## src/design/m2alu_pkg.sv

```systemverilog
// Shared codes, defaults and the control group of the 2x2 matrix ALU.
// No dependencies; every other design file refers to it by scoped names.
`default_nettype none

package m2alu_pkg;

    localparam int DATA_WIDTH_DEF = 32;
    localparam int FRAC_BITS_DEF  = 16;
    localparam int ACT_W          = 4;

    localparam logic [ACT_W-1:0] ACT_ADD       = 4'd0;
    localparam logic [ACT_W-1:0] ACT_SUB       = 4'd1;
    localparam logic [ACT_W-1:0] ACT_MUL       = 4'd2;
    localparam logic [ACT_W-1:0] ACT_SCALE     = 4'd3;
    localparam logic [ACT_W-1:0] ACT_DET       = 4'd4;
    localparam logic [ACT_W-1:0] ACT_TRANSPOSE = 4'd5;
    localparam logic [ACT_W-1:0] ACT_INVERSE   = 4'd6;
    localparam logic [ACT_W-1:0] ACT_TRACE     = 4'd7;
    localparam logic [ACT_W-1:0] ACT_EQUAL     = 4'd8;

    // Control that travels with an item from the front stages to the output.
    typedef struct packed {
        logic inv;   // inverse was asked for
        logic zero;  // determinant of A is zero
        logic same;  // equality flag, already final
    } ctl_t;

endpackage

`default_nettype wire

```

## src/design/m2alu_out.sv

```systemverilog
// Output register: signs and saturates the inverse quotients and picks the
// final result fields. Depends on m2alu_pkg.
`default_nettype none

module m2alu_out #(
    parameter int W = m2alu_pkg::DATA_WIDTH_DEF,
    parameter int SW = 4 * m2alu_pkg::DATA_WIDTH_DEF + $bits(m2alu_pkg::ctl_t)
) (
    input  wire logic           clk,
    input  wire logic           rst_n,
    input  wire logic           in_valid,
    output logic                in_ready,
    input  wire logic [W-2:0]   quo [4],
    input  wire logic [3:0]     neg,
    input  wire logic [3:0]     ovf,
    input  wire logic [SW-1:0]  side,
    output logic                out_valid,
    input  wire logic           out_ready,
    output logic [W-1:0]        res [4],
    output logic                singular,
    output logic                same
);

    localparam logic [W-1:0] MAXV = {1'b0, {(W-1){1'b1}}};
    localparam logic [W-1:0] MINV = {1'b1, {(W-1){1'b0}}};
    localparam int CW = $bits(m2alu_pkg::ctl_t);

    m2alu_pkg::ctl_t ctl;
    logic [W-1:0]    rsel [4];
    logic [W-1:0]    res_next [4];
    logic [W-1:0]    res_reg [4];
    logic            singular_reg;
    logic            same_reg;
    logic            v_reg;

    assign ctl = side[CW-1:0];
    for (genvar e = 0; e < 4; e++)
    begin : g_unpack
        assign rsel[e] = side[CW + e*W +: W];
    end

    always_comb
    begin
        logic [W-1:0] q;
        for (int e = 0; e < 4; e++)
        begin
            q = {1'b0, quo[e]};
            if (!ctl.inv)
                res_next[e] = rsel[e];
            else if (ctl.zero)
                res_next[e] = '0;
            else if (ovf[e])
                res_next[e] = neg[e] ? MINV : MAXV;
            else
                res_next[e] = neg[e] ? W'(-q) : q;
        end
    end

    assign in_ready = !v_reg || out_ready;

    always_ff @(posedge clk)
    begin
        if (in_ready)
        begin
            res_reg      <= res_next;
            singular_reg <= ctl.inv && ctl.zero;
            same_reg     <= ctl.same;
        end
    end

    always_ff @(posedge clk or negedge rst_n)
    begin
        if (!rst_n)
            v_reg <= 1'b0;
        else if (in_ready)
            v_reg <= in_valid;
    end

    assign out_valid = v_reg;
    assign res       = res_reg;
    assign singular  = singular_reg;
    assign same      = same_reg;

`ifndef SYNTHESIS
    a_singular_zero: assert property (@(posedge clk) disable iff (!rst_n)
        (v_reg && singular_reg) |->
            (res_reg[0] == '0 && res_reg[1] == '0 && res_reg[2] == '0 && res_reg[3] == '0))
        else $error("singular result carries a nonzero element");
    a_same_zero: assert property (@(posedge clk) disable iff (!rst_n)
        (v_reg && same_reg) |->
            (res_reg[0] == '0 && res_reg[1] == '0 && res_reg[2] == '0 && res_reg[3] == '0))
        else $error("equality result carries a nonzero element");
    a_flags_excl: assert property (@(posedge clk) disable iff (!rst_n)
        v_reg |-> !(singular_reg && same_reg))
        else $error("singular and same raised together");
`endif

endmodule

`default_nettype wire

```

## config.mk

```make
export PLATFORM = sky130hd
export DESIGN_NAME = m2alu_out
export DESIGN_NICKNAME = d
export VERILOG_FILES = /design/src/design/m2alu_pkg.sv /design/src/design/m2alu_out.sv
export SDC_FILE = /design/constraint.sdc
export NUM_CORES = 1
export LEC_CHECK = 0
export ABC_CLOCK_PERIOD_IN_PS = 5000
export BUFFER_PORTS_ARGS = -buffer_cell sky130_fd_sc_hd__buf_2
export CAP_MARGIN = 15
export CELL_PAD_IN_SITES_DETAIL_PLACEMENT = 1
export CELL_PAD_IN_SITES_GLOBAL_PLACEMENT = 2
export CORE_UTILIZATION = 28
export CTS_BUF_LIST = sky130_fd_sc_hd__clkbuf_16
export CTS_CLUSTER_SIZE = 30
export DETAILED_ROUTE_END_ITERATION = 10
export MAX_ROUTING_LAYER = met4
export PLACE_DENSITY_LB_ADDON = 0.15
export SKIP_LAST_GASP = 1
export SYNTH_ARGS = -nofsm -noshare
export SYNTH_HDL_FRONTEND = slang
export SYNTH_SLANG_ARGS = --single-unit
```

## constraint.sdc

```tcl
create_clock -name clk -period 5 [get_ports clk]
set_input_delay 0.75 -clock clk [delete_from_list [all_inputs] [get_ports clk]]
set_output_delay 0.75 -clock clk [all_outputs]
set_load 0.1 [all_outputs]
```

=== Word level (Yosys, flattened, before mapping) ===
Index checks and enable logic that the tools add are counted.

* $add $sub $neg: 4
* Multiplexer cells: 20
* Reductions and logical operators: 3

{| class="wikitable"
|+ Operators by type and width
! operator !! number
|-
| $mux 32 || 20
|-
| $neg 31->32 || 4
|-
| $logic_and 1x1->1 || 1
|-
| $logic_not 1->1 || 1
|-
| $logic_or 1x1->1 || 1
|}

* Flip-flop bits (word level): 131
* Input bits: 267

=== Depth between registers and ports, before layout ===
Gate-level depths: netlist of run 1.

* Word-level depth: 5
* Depth in mapped cells: 9

=== Worst setup path before layout of run 1 ===
Ideal clock, no wire load.

* Path type: in2out
* Start: in out_ready
* End: out in_ready
* Arrival time: 4.602 ns
* Slack: -0.352 ns
* Stages: 1
* Cell sequence: nand2b_1

* Word-level cells in the longest chain between the ends: 1

{| class="wikitable"
|+ RTL lines
! element !! line !! text
|-
| from (decl) || m2alu_out.sv:18 || <nowiki>input wire logic out_ready,</nowiki>
|-
| $logic_or 1x1->1 || m2alu_out.sv:59 || <nowiki>assign in_ready = !v_reg || out_ready;</nowiki>
|-
| to (decl) || m2alu_out.sv:12 || <nowiki>output logic in_ready,</nowiki>
|}

Every way passes these cells.

==> results_tabular.tex, run 1 <==
\begin{tabular}{lr}
\hline
Metric & Value \\
\hline
\multicolumn{2}{l}{\textbf{Layout}} \\
\quad Most common library cell in the layout ignoring fill and taps & buf\_2 \\
\quad Largest register FFs & 128 \\
\quad Commonest cells after routing, fill and taps aside & 397 x buf\_2, 130 x edfxtp\_1, 128 x o21ai\_0, 105 x nor2\_1, 77 x nand2\_1 \\
\quad Fillers & 4077 \\
\quad Fraction of the core area covered by cells at the end of the flow & 37.16\% \\
\quad Net count, final & 1688 \\
\quad Share of cells above drive strength 1 & 31.68\% \\
\quad Post-synthesis to final-layout area growth & 30.99\% \\
\multicolumn{2}{l}{\textbf{Run}} \\
\quad Total of max-cap violations & 0 \\
\multicolumn{2}{l}{\textbf{Clocking}} \\
\quad Bufs on Longest Clock Path & 2 \\
\quad Post-CTS Hold Buffers & 0 \\
\quad CTS clock-pin slew for the worst setup and hold paths & 0.06 ns \\
\quad Post-CTS setup buffers & 0 \\
\quad Master cell of the clock root buffer & clkbuf\_16 \\
\quad Clock insertion delay at the later pin of the skew report & 0.45 ns \\
\quad Number of gates given a new drive strength after cts & 0 \\
\quad TritonCTS buffer count & 17 \\
\quad Max H-tree Level & 4 \\
\quad Count of clock tree sinks & 131 \\
\quad Clock tree from TritonCTS & built \\
\multicolumn{2}{l}{\textbf{Drt}} \\
\quad DRC & 0 \\
\quad Post-route ant nets & 0 \\
\quad Initial DRC Count & 480 \\
\quad Vias & 9962 \\
\quad Final WL & 41120 um \\
\quad Total iterations of the first detailed-routing run & 5 \\
\quad Average routed wire per standard cell & 21.74 um \\
\quad Number of vias per cell & 5.268 \\
\multicolumn{2}{l}{\textbf{Pwr}} \\
\quad Highest ir drop seen on vdd & 0.2512 mV \\
\quad Leakage component of the power & 4.957 nW \\
\quad Pwr Density & 336.7 nW/um\^{}2 \\
\multicolumn{2}{l}{\textbf{Critical path}} \\
\quad Class of the most critical setup path & in2reg \\
\quad Slack of the worst reg-to-reg path & 3.15 ns \\
\quad Peak fanout along the critical path & 6 \\
\quad Worst path cell trace & buf\_2, nor4\_1, nand3\_1, or4b\_2, a21oi\_1, o32ai\_1 \\
\quad Endpoint type of the worst setup path & register \\
\quad Crit path arrival time & 2.99 ns \\
\quad Startpoint of the worst-slack reg-to-reg timing path & out\_valid \\
\quad Worst-path cell with the longest stage delay & nor4\_1 \\
\quad Highest cell delay on the worst timing path & 0.79 ns \\
\quad Depth of the worst register-to-register path & 2 \\
\quad Worst Path Required & 5.15 ns \\
\quad Critical path startpoint category & primary input \\
\quad Worst reg2reg path endpoint & res[14] \\
\multicolumn{2}{l}{\textbf{Synth}} \\
\quad Average cell area after synthesis & 8.867 sq um \\
\quad Part of the Yosys area used for sequential elements & 41.41\% \\
\quad Synth Instances & 1070 \\
\quad Most used DFF post-synth & edfxtp\_1 \\
\quad Cell variety after synth & 66 \\
\quad Number of register bits inferred by synthesis & 131 \\
\quad Number of flops mapped to enable cells by yosys & 130 \\
\quad Warnings, synthesis & 0 \\
\quad Post-Synthesis Cell Area & 9488 sq um \\
\quad Share of async-settable or async-resettable flops after synthesis & 0.7634\% \\
\quad Post-synth net total & 1341 \\
\multicolumn{2}{l}{\textbf{Floorplanning}} \\
\quad Horizontal extent of the die & 186.1 um \\
\quad Height of the die & 186.1 um \\
\quad Core region area & 33450 sq um \\
\quad Number of placement rows & 67 \\
\quad Die area & 34630 sq um \\
\quad Boundary Pins & 399 \\
\quad Starting Density & 28.37\% \\
\multicolumn{2}{l}{\textbf{Global route}} \\
\quad Antenna violations before repair & 12 \\
\quad Pin count of the biggest net entering global routing & 88 \\
\quad Remaining global-route overflow & 0 \\
\quad Vias in the first global route & 10210 \\
\quad Wire length of the first global-routing pass & 61180 um \\
\quad Global-route usage over all layers & 24.27\% \\
\multicolumn{2}{l}{\textbf{Timing}} \\
\quad Worst setup skew after layout & 0.003739 ns \\
\quad Slew Limit Headroom & 31.85\% \\
\quad Max Freq & 0.3523 GHz \\
\quad Accumulated negative setup slack & 0 ns \\
\quad Clock period minus worst slack & 2.838 ns \\
\quad Final slew viol count & 0 \\
\quad RSZ-0062 raised after global routing & false \\
\quad Count of final hold-check violations & 0 \\
\quad Period Utilization, post-route & 56.76\% \\
\quad Count of endpoints failing setup in the final report & 0 \\
\quad Transition time at the pin with the least slew margin & 1.013 ns \\
\multicolumn{2}{l}{\textbf{Worst hold path}} \\
\quad Hold Crit Class & in2async \\
\multicolumn{2}{l}{\textbf{Placed design}} \\
\quad Final RePlAce weighted congestion & 0.8078 \\
\quad IO Port Bufs & 398 \\
\quad Post-detail-place hpwl & 30120 um \\
\multicolumn{2}{l}{\textbf{Run status}} \\
\quad Run status & finished clean \\
\hline
\end{tabular}
[routing by layer]
layer  up-vias  track usage [%]  part of all wire [%]
met5         -                -                     0
met4         0            5.770                   1.1
met3        31            6.868                   7.1
met2       303            39.25                    48
met1      4801            29.74                    44
li1       4827                -                     -
[per-stage QoR]
stage	hold slack, ns	cell area, sq um	power [mW]	cells	worst slack, ns
2_1_floorplan	0.4544	9490	2.485	1070	1.401
3_3_place_gp	0.5248	11800	2.855	1846	1.759
3_5_place_dp	0.5274	11800	2.865	1846	1.703
4_1_cts	0.04217	12400	4.228	1878	2.193
5_1_grt	0.04598	12430	4.332	1890	1.848
6_report	0.06412	12430	4.184	1891	2.162
[worst max path at each step]
stage,startpoint,to,slack [ns],depth (start not counted)
floorplan,out_valid,in_ready,1.40,1
CTS,quo[2],res[31],2.19,6
global route,quo[3],res[19],1.85,6
detailed placement,quo[2],res[31],1.70,6
finish,quo[2],res[11],2.16,6
global placement,quo[2],res[11],1.76,6
[kinds of logic (layout without fill, tap and decap cells)]
| kind of cell | after synthesis | count (layout) | share of synthesized area [%] |
|---|---|---|---|
| and+or+nand+nor | 409 | 409 | 22.25 |
| AOI/OAI and AO/OA | 327 | 327 | 22.85 |
| adders and majority gates | 4 | 4 | 0.5275 |
| muxes | 41 | 41 | 4.325 |
| xor gates and xnor gates | 38 | 38 | 3.508 |
| buffers and inverters | 120 | 480 | 5.130 |
| DFF | 131 | 131 | 41.41 |
| other | 0 | 13 | 0 |
[where the power goes]
part           switching (mW)  leakage, nW  internal (mW)
clock network           0.528        0.303          0.820
registers              0.0313         1.36           1.34
logic                    1.18         3.30          0.279
total                    1.74         4.96           2.44
[critical path: cells and delay by family]
family          cells  cell delay [ns]
buf+inv             1             0.13
simple gates        3             1.85
compound gates      2             0.27
[synthesized netlist by cell type, types with 5 or more instances]
cell type    n  area [sq um]
edfxtp_1   130          3904
o21ai_0    128         640.6
nor2_1     106         397.9
nand2_1     77         289.0
clkbuf_1    62         232.7
nor3_1      52         260.3
mux2i_1     41         410.4
inv_1       40         150.1
nor4_1      36         225.2
a21oi_1     32         160.2
xor2_1      23         201.4
o221ai_1    22         192.7
nor2b_1     21         131.4
or4_1       19         142.6
nand2b_1    18         112.6
a22oi_1     17         127.6
o2bb2ai_1   16         140.1
or3_1       16         100.1
o41ai_1     15         131.4
xnor2_1     15         131.4
a22o_1      14         122.6
nand3_1     14         70.07
nand4_1     14         87.58
o31ai_1     14         105.1
o22ai_1     13         81.33
buf_1       10         37.54
a31oi_1      8         50.05
o211ai_1     8         60.06
a221o_1      5         50.05
o2111ai_1    5         43.79
or2_2        5         31.28
[final cells by class]
type,count,area (sq um),share of cell area (%)
flip-flops and latches,131,3929,31.61
diodes,13,32.53,0.2618
repair buffers,407,2062,16.59
clock buffers,17,425.4,3.423
clock inverters,15,173.9,1.399
multi-input cells,819,5090,40.95
inverters,41,155.1,1.248
well taps,448,560.5,4.510
Power figures use the tool's default switching activity.
==> inputs of run 2 (changes only) <==
- ABC_AREA: not set -> 1
- ABC_CLOCK_PERIOD_IN_PS: 5000 -> 2670
- CORE_UTILIZATION: 28 -> 26
- clock period: 5 -> 2.67 ns (I/O delays scaled with it)
==> results_tabular.tex, run 2 <==
\begin{tabular}{lr}
\hline
Metric & Value \\
\hline
\multicolumn{2}{l}{\textbf{Drt}} \\
\quad Initial DRC Count & 422 (was 480) \\
\quad Final WL & 40410 um (was 41120 um) \\
\quad Vias & 10720 (was 9962) \\
\quad Number of vias per cell & 4.647 (was 5.268) \\
\quad Post-route ant nets & 0 (unchanged) \\
\quad Total iterations of the first detailed-routing run & 4 (was 5) \\
\quad DRC & 0 (unchanged) \\
\quad Average routed wire per standard cell & 17.52 um (was 21.74 um) \\
\multicolumn{2}{l}{\textbf{Worst hold path}} \\
\quad Worst hold path cell count & 1 \\
\quad Hold Crit Class & in2reg (was in2async) \\
\multicolumn{2}{l}{\textbf{Floorplanning}} \\
\quad Number of placement rows & 70 (was 67) \\
\quad Height of the die & 196.3 um (was 186.1 um) \\
\quad Boundary Pins & 399 (unchanged) \\
\quad Starting Density & 26.61\% (was 28.37\%) \\
\quad Die area & 38520 sq um (was 34630 sq um) \\
\quad Horizontal extent of the die & 196.3 um (was 186.1 um) \\
\quad Core region area & 36870 sq um (was 33450 sq um) \\
\multicolumn{2}{l}{\textbf{Placed design}} \\
\quad IO Port Bufs & 398 (unchanged) \\
\quad Post-detail-place hpwl & 31660 um (was 30120 um) \\
\quad Final RePlAce weighted congestion & 0.8662 (was 0.8078) \\
\quad Pre-CTS setup slack & 0.4969 ns (was 1.703 ns) \\
\multicolumn{2}{l}{\textbf{Critical path}} \\
\quad Worst Path Required & 2.27 ns (was 5.15 ns) \\
\quad Peak fanout along the critical path & 22 (was 6) \\
\quad Crit path arrival time & 1.64 ns (was 2.99 ns) \\
\quad Class of the most critical setup path & reg2out (was in2reg) \\
\quad Depth of the worst register-to-register path & 2 (unchanged) \\
\quad Endpoint type of the worst setup path & output port (was register) \\
\quad Critical path startpoint category & register (was primary input) \\
\multicolumn{2}{l}{\textbf{Layout}} \\
\quad Post-synthesis to final-layout area growth & 32.04\% (was 30.99\%) \\
\quad Share of cells above drive strength 1 & 29.03\% (was 31.68\%) \\
\quad Net count, final & 2049 (was 1688) \\
\quad Largest register FFs & 128 (unchanged) \\
\quad Fraction of the core area covered by cells at the end of the flow & 35.14\% (was 37.16\%) \\
\quad Commonest cells after routing, fill and taps aside & 485 x nand2\_1, 398 x buf\_2, 182 x nand3\_1, 133 x nor2\_1, 130 x edfxtp\_1 (was 397 x buf\_2, 130 x edfxtp\_1, 128 x o21ai\_0, 105 x nor2\_1, 77 x nand2\_1) \\
\quad Most common library cell in the layout ignoring fill and taps & nand2\_1 (was buf\_2) \\
\multicolumn{2}{l}{\textbf{Timing}} \\
\quad Count of final hold-check violations & 0 (unchanged) \\
\quad Max Freq & 0.4893 GHz \\
\quad RSZ-0062 raised after global routing & false (unchanged) \\
\quad PnR worst setup slack & 0.6264 ns (was 2.162 ns) \\
\quad Slew Limit Headroom & 56.25\% (was 31.85\%) \\
\quad Final slew viol count & 0 (unchanged) \\
\quad Accumulated negative setup slack & 0 ns (unchanged) \\
\quad Clock period minus worst slack & 2.044 ns \\
\quad Worst setup skew after layout & 0.007194 ns (was 0.003739 ns) \\
\quad Transition time at the pin with the least slew margin & 0.6562 ns (was 1.013 ns) \\
\quad Count of endpoints failing setup in the final report & 0 (unchanged) \\
\quad Hold WS & 0.1452 ns (was 0.06412 ns) \\
\quad Period Utilization, post-route & 76.54\% \\
\multicolumn{2}{l}{\textbf{Synth}} \\
\quad Synth Area in Adders & 0.5100\% (was 0.5275\%) \\
\quad Most used DFF post-synth & edfxtp\_1 (unchanged) \\
\quad Synthesized-area fraction occupied by ao, oa, aoi and oai cells & 9.588\% (was 22.85\%) \\
\quad Most repeated cell in the gate-level netlist after synthesis & nand2\_1 (was edfxtp\_1) \\
\quad Post-synth net total & 1669 (was 1341) \\
\quad Warnings, synthesis & 0 (unchanged) \\
\quad Share of async-settable or async-resettable flops after synthesis & 0.7634\% (unchanged) \\
\quad Synth Instances & 1398 (was 1070) \\
\quad Xor and xnor area share after synthesis & 1.071\% (was 3.508\%) \\
\quad Average cell area after synthesis & 7.019 sq um (was 8.867 sq um) \\
\quad Part of the Yosys area used for sequential elements & 40.04\% (was 41.41\%) \\
\quad Number of flops mapped to enable cells by yosys & 130 (unchanged) \\
\quad Top post-synthesis cells by count & 486 x nand2\_1, 182 x nand3\_1, 133 x nor2\_1 (was 130 x edfxtp\_1, 128 x o21ai\_0, 106 x nor2\_1) \\
\quad Mux cell area share after synthesis & 0\% (was 4.325\%) \\
\quad Cell variety after synth & 39 (was 66) \\
\quad Synth area leader & edfxtp\_1 (unchanged) \\
\quad Post-synth top area share & 39.78\% (was 41.14\%) \\
\quad Number of register bits inferred by synthesis & 131 (unchanged) \\
\quad Synthesized-area fraction occupied by and/or/nand/nor cells & 41.11\% (was 22.25\%) \\
\quad Post-Synthesis Cell Area & 9813 sq um (was 9488 sq um) \\
\quad Main combinational cell family by area after synthesis & simple AND/OR/NAND/NOR gates (was compound AO/OA/AOI/OAI gates) \\
\quad Most area-consuming cells after synthesis & edfxtp\_1 40\%, nand2\_1 19\%, nand3\_1 9.3\% (was edfxtp\_1 41\%, o21ai\_0 6.8\%, mux2i\_1 4.3\%) \\
\multicolumn{2}{l}{\textbf{Clocking}} \\
\quad Master cell of the clock root buffer & clkbuf\_16 (unchanged) \\
\quad Clock tree from TritonCTS & built (unchanged) \\
\quad Clock insertion delay at the later pin of the skew report & 0.44 ns (was 0.45 ns) \\
\quad CTS clock-pin slew for the worst setup and hold paths & 0.06 ns (about the same) \\
\quad TritonCTS buffer count & 17 (unchanged) \\
\quad Bufs on Longest Clock Path & 2 (unchanged) \\
\quad Number of gates given a new drive strength after cts & 0 (unchanged) \\
\quad Count of clock tree sinks & 131 (unchanged) \\
\quad Max H-tree Level & 4 (unchanged) \\
\multicolumn{2}{l}{\textbf{Global route}} \\
\quad Pin count of the biggest net entering global routing & 130 (was 88) \\
\quad Vias in the first global route & 11030 (was 10210) \\
\quad Remaining global-route overflow & 0 (unchanged) \\
\quad Global-route usage over all layers & 21.68\% (was 24.27\%) \\
\quad Wire length of the first global-routing pass & 62460 um (was 61180 um) \\
\quad Antenna violations before repair & 8 (was 12) \\
\multicolumn{2}{l}{\textbf{Pwr}} \\
\quad Pwr Density & 604.7 nW/um\^{}2 (was 336.7 nW/um\^{}2) \\
\quad Highest ir drop seen on vdd & 0.4447 mV (was 0.2512 mV) \\
\quad Leakage component of the power & 6.350 nW (was 4.957 nW) \\
\multicolumn{2}{l}{\textbf{Run}} \\
\quad Total of max-cap violations & 0 (unchanged) \\
\multicolumn{2}{l}{\textbf{Run status}} \\
\quad Run status & finished clean (unchanged) \\
\hline
\end{tabular}
==> run 2: cell types whose count changed after synthesis, moves of 27 or more <==
cell / delta
inv_1: +80
nand2_1: +409
clkbuf_1: -52
o21ai_0: -56
nor2_1: +27
nand3_1: +168
mux2i_1: -41
o21ai_1: +29
nor3_1: -35
nor4_1: -36
==> run 2: layer usage <==
| layer | vias to the layer above | global-route usage (%) | part of all wire (%) |
|---|---|---|---|
| met5 | - | - | 0 |
| met4 | 0 | 5.382 | 1.2 |
| met3 | 24 | 3.902 | 4.7 |
| met2 | 245 | 36.09 | 48 |
| met1 | 5029 | 27.05 | 46 |
| li1 | 5419 | - | - |
==> run 2: report_power, final <==
group | internal [mW] | leakage, nW | total [mW] | switching (mW)
clock network | 1.46 | 0.282 | 2.48 | 1.02
registers | 2.51 | 1.37 | 2.56 | 0.0551
logic | 0.530 | 4.70 | 2.80 | 2.27
==> run 2: cells by family (layout without fill, tap and decap cells) <==
| kind of cell | count (synthesis) | in the layout |
|---|---|---|
| xor gates and xnor gates | 12 | 12 |
| buffers and inverters | 181 | 574 |
| adders and majority gates | 4 | 4 |
| and+or+nand+nor | 909 | 909 |
| DFF | 131 | 131 |
| other | 0 | 11 |
| AOI/OAI and AO/OA | 161 | 161 |
==> run 2: worst max-delay path, stage by stage (launching register included) <==
cell	delay (ns)
dfrtp_1	0.45
nand2_8	0.25
buf_2	0.49
==> run 2: worst paths after layout <==
kind / from / end / slack (ns)
max in group asynchronous: rst_n / out_valid / 2.32
max: out_valid / in_ready / 0.63
min in group asynchronous: rst_n / out_valid / 0.26
max reg2reg: out_valid / res[48] / 1.11
min: side[0] / same / 0.15
min reg2reg: out_valid / out_valid / 0.86
==> run 2: through the flow <==
step	total power [mW]	instance area [sq um]	instances
floorplan	4.721	9821	1398
global placement	5.400	12330	2262
detailed placement	5.423	12330	2262
CTS	7.942	12930	2295
global route	8.159	12950	2303
finish	7.835	12960	2306
==> run 2: area by class of cell <==
class,instances,area [sq um]
repair buffers,410,2135
diodes,11,27.53
flip-flops and latches,131,3929
inverters,132,498.0
clock buffers,17,425.4
clock inverters,15,166.4
well taps,504,630.6
fillers,4726,23920
multi-input cells,1086,5146
==> run 2: timing repair <==
action                     in CTS  in global routing
hold endpoints to repair        1                  0
setup buffers                   0                  0
setup endpoints to repair       0                  0
hold buffers                    1                  0
==> inputs of run 3 (changes only) <==
- ABC_CLOCK_PERIOD_IN_PS: 2670 -> 1900
- clock period: 2.67 -> 1.9 ns (I/O delays scaled with it)
==> results_tabular.tex, run 3 (synthesis gave the netlist of run 2 again) <==
\begin{tabular}{lr}
\hline
Metric & Value \\
\hline
\multicolumn{2}{l}{\textbf{Placed design}} \\
\quad Final RePlAce weighted congestion & 0.8668 (was 0.8662) \\
\quad Pre-CTS setup slack & -0.02888 ns (was 0.4969 ns) \\
\quad Placed Cells & 2280 (was 2262) \\
\quad IO Port Bufs & 398 (unchanged) \\
\quad Post-detail-place hpwl & 32600 um (was 31660 um) \\
\multicolumn{2}{l}{\textbf{Layout}} \\
\quad Most common library cell in the layout ignoring fill and taps & nand2\_1 (unchanged) \\
\quad Fraction of the core area covered by cells at the end of the flow & 35.66\% (was 35.14\%) \\
\quad Sequential cell area & 3930 sq um (was 3929 sq um) \\
\quad Commonest cells after routing, fill and taps aside & 485 x nand2\_1, 397 x buf\_2, 182 x nand3\_1, 133 x nor2\_1, 130 x edfxtp\_1 (was 485 x nand2\_1, 398 x buf\_2, 182 x nand3\_1, 133 x nor2\_1, 130 x edfxtp\_1) \\
\quad Share of cells above drive strength 1 & 29.72\% (was 29.03\%) \\
\quad Fillers & 4716 (was 4726) \\
\quad Non-filler cells, final & 2323 (was 2306) \\
\quad Largest register FFs & 128 (unchanged) \\
\quad Area occupied by multi-input gates & 5146 sq um (unchanged) \\
\quad Net count, final & 2068 (was 2049) \\
\quad Post-synthesis to final-layout area growth & 34.00\% (was 32.04\%) \\
\multicolumn{2}{l}{\textbf{Timing}} \\
\quad Transition time at the pin with the least slew margin & 0.6186 ns (was 0.6562 ns) \\
\quad Max Freq & 0.5881 GHz \\
\quad Slew Limit Headroom & 58.76\% (was 56.25\%) \\
\quad Final slew viol count & 0 (unchanged) \\
\quad Clock period minus worst slack & 1.700 ns \\
\quad Count of final hold-check violations & 0 (unchanged) \\
\quad PnR worst setup slack & 0.1997 ns (was 0.6264 ns) \\
\quad Period Utilization, post-route & 89.49\% \\
\quad RSZ-0062 raised after global routing & false (unchanged) \\
\quad Count of endpoints failing setup in the final report & 0 (unchanged) \\
\quad Worst setup skew after layout & 0.009073 ns (was 0.007194 ns) \\
\multicolumn{2}{l}{\textbf{Global route}} \\
\quad Wire length of the first global-routing pass & 63570 um (was 62460 um) \\
\quad Remaining global-route overflow & 0 (unchanged) \\
\quad Antenna violations before repair & 9 (was 8) \\
\quad Pin count of the biggest net entering global routing & 130 (unchanged) \\
\quad Vias in the first global route & 11290 (was 11030) \\
\quad Global-route usage over all layers & 22.16\% (was 21.68\%) \\
\multicolumn{2}{l}{\textbf{Floorplanning}} \\
\quad Boundary Pins & 399 (unchanged) \\
\quad Starting Density & 26.61\% (unchanged) \\
\quad Core region area & 36870 sq um (unchanged) \\
\quad Number of placement rows & 70 (unchanged) \\
\quad Height of the die & 196.3 um (unchanged) \\
\quad Horizontal extent of the die & 196.3 um (unchanged) \\
\quad Die area & 38520 sq um (unchanged) \\
\multicolumn{2}{l}{\textbf{Clocking}} \\
\quad Clock insertion delay at the later pin of the skew report & 0.45 ns (was 0.44 ns) \\
\quad Post-CTS setup buffers & 0 (unchanged) \\
\quad CTS clock-pin slew for the worst setup and hold paths & 0.06 ns (about the same) \\
\quad Clock tree from TritonCTS & built (unchanged) \\
\quad Max H-tree Level & 4 (unchanged) \\
\quad Master cell of the clock root buffer & clkbuf\_16 (unchanged) \\
\quad Count of clock tree sinks & 131 (unchanged) \\
\quad Bufs on Longest Clock Path & 2 (unchanged) \\
\quad TritonCTS buffer count & 17 (unchanged) \\
\multicolumn{2}{l}{\textbf{Critical path}} \\
\quad Critical path startpoint category & register (unchanged) \\
\quad Peak fanout along the critical path & 27 (was 22) \\
\quad Worst Path Required & 1.62 ns (was 2.27 ns) \\
\quad Class of the most critical setup path & reg2out (unchanged) \\
\quad Endpoint type of the worst setup path & output port (unchanged) \\
\quad Crit path arrival time & 1.42 ns (was 1.64 ns) \\
\multicolumn{2}{l}{\textbf{Pwr}} \\
\quad Highest ir drop seen on vdd & 0.6389 mV (was 0.4447 mV) \\
\quad Pwr Density & 842.1 nW/um\^{}2 (was 604.7 nW/um\^{}2) \\
\quad Total power draw & 11.07 mW (was 7.835 mW) \\
\quad Leakage component of the power & 6.459 nW (was 6.350 nW) \\
\multicolumn{2}{l}{\textbf{Drt}} \\
\quad DRC & 0 (unchanged) \\
\quad Post-route ant nets & 0 (unchanged) \\
\quad Initial DRC Count & 311 (was 422) \\
\quad Final WL & 41220 um (was 40410 um) \\
\quad Vias & 10850 (was 10720) \\
\quad Total iterations of the first detailed-routing run & 4 (unchanged) \\
\quad Average routed wire per standard cell & 17.74 um (was 17.52 um) \\
\quad Number of vias per cell & 4.671 (was 4.647) \\
\multicolumn{2}{l}{\textbf{Run status}} \\
\quad Run status & finished clean (unchanged) \\
\multicolumn{2}{l}{\textbf{Run}} \\
\quad Total of max-cap violations & 0 (unchanged) \\
\multicolumn{2}{l}{\textbf{Worst hold path}} \\
\quad Hold Crit Class & in2reg (unchanged) \\
\hline
\end{tabular}
[run 3: layout make-up]
cell class	count	share of cell area [%]
clock buffer	17	3.235
timing repair buffer	429	17.74
multi-input combinational	1086	39.13
sequential	131	29.89
antenna	9	0.1713
inverter	132	3.787
clock inverter	15	1.256
tap	504	4.795
[run 3: power by group]
group | switching [mW] | internal, mW
clock network | 1.43 | 2.05
registers | 0.0784 | 3.52
logic | 3.22 | 0.787
total | 4.72 | 6.36
[run 3: final timing paths]
check,from,endpoint,slack (ns),cells past startpoint
max in group asynchronous,rst_n,out_valid,1.64,2
max,out_valid,in_ready,0.20,2
max reg2reg,out_valid,res[11],0.54,2
min,in_valid,out_valid,0.04,3
min in group asynchronous,rst_n,out_valid,0.17,2
min reg2reg,out_valid,res[81],0.88,1
[run 3: routing by layer]
| metal | vias up | part of all wire (%) | global-route usage [%] |
|---|---|---|---|
| li1 | 5446 | - | - |
| met3 | 41 | 4.5 | 4.074 |
| met2 | 268 | 48 | 36.18 |
| met1 | 5096 | 45 | 27.21 |
| met5 | - | 0 | - |
| met4 | 0 | 2.3 | 8.073 |
[run 3: repair_timing]
action	in CTS	in global routing
resized for setup	0	0
endpoints found under the hold margin	2	0
hold buffers	2	0
[run 3: worst max-delay path, cell delays in order (launching register included)]
cell	delay (ns)
dfrtp_2	0.44
nand2_8	0.28
buf_12	0.22
[run 3: stage by stage]
step / hold slack [ns] / instance area (sq um) / TNS [ns]
3_3_place_gp: 0.05997 / 12520 / 0
6_report: 0.04274 / 13150 / 0
5_1_grt: 0.04971 / 13150 / 0
4_1_cts: 0.02161 / 13130 / 0
3_5_place_dp: 0.06281 / 12520 / -0.08379
2_1_floorplan: -0.01059 / 9831 / 0
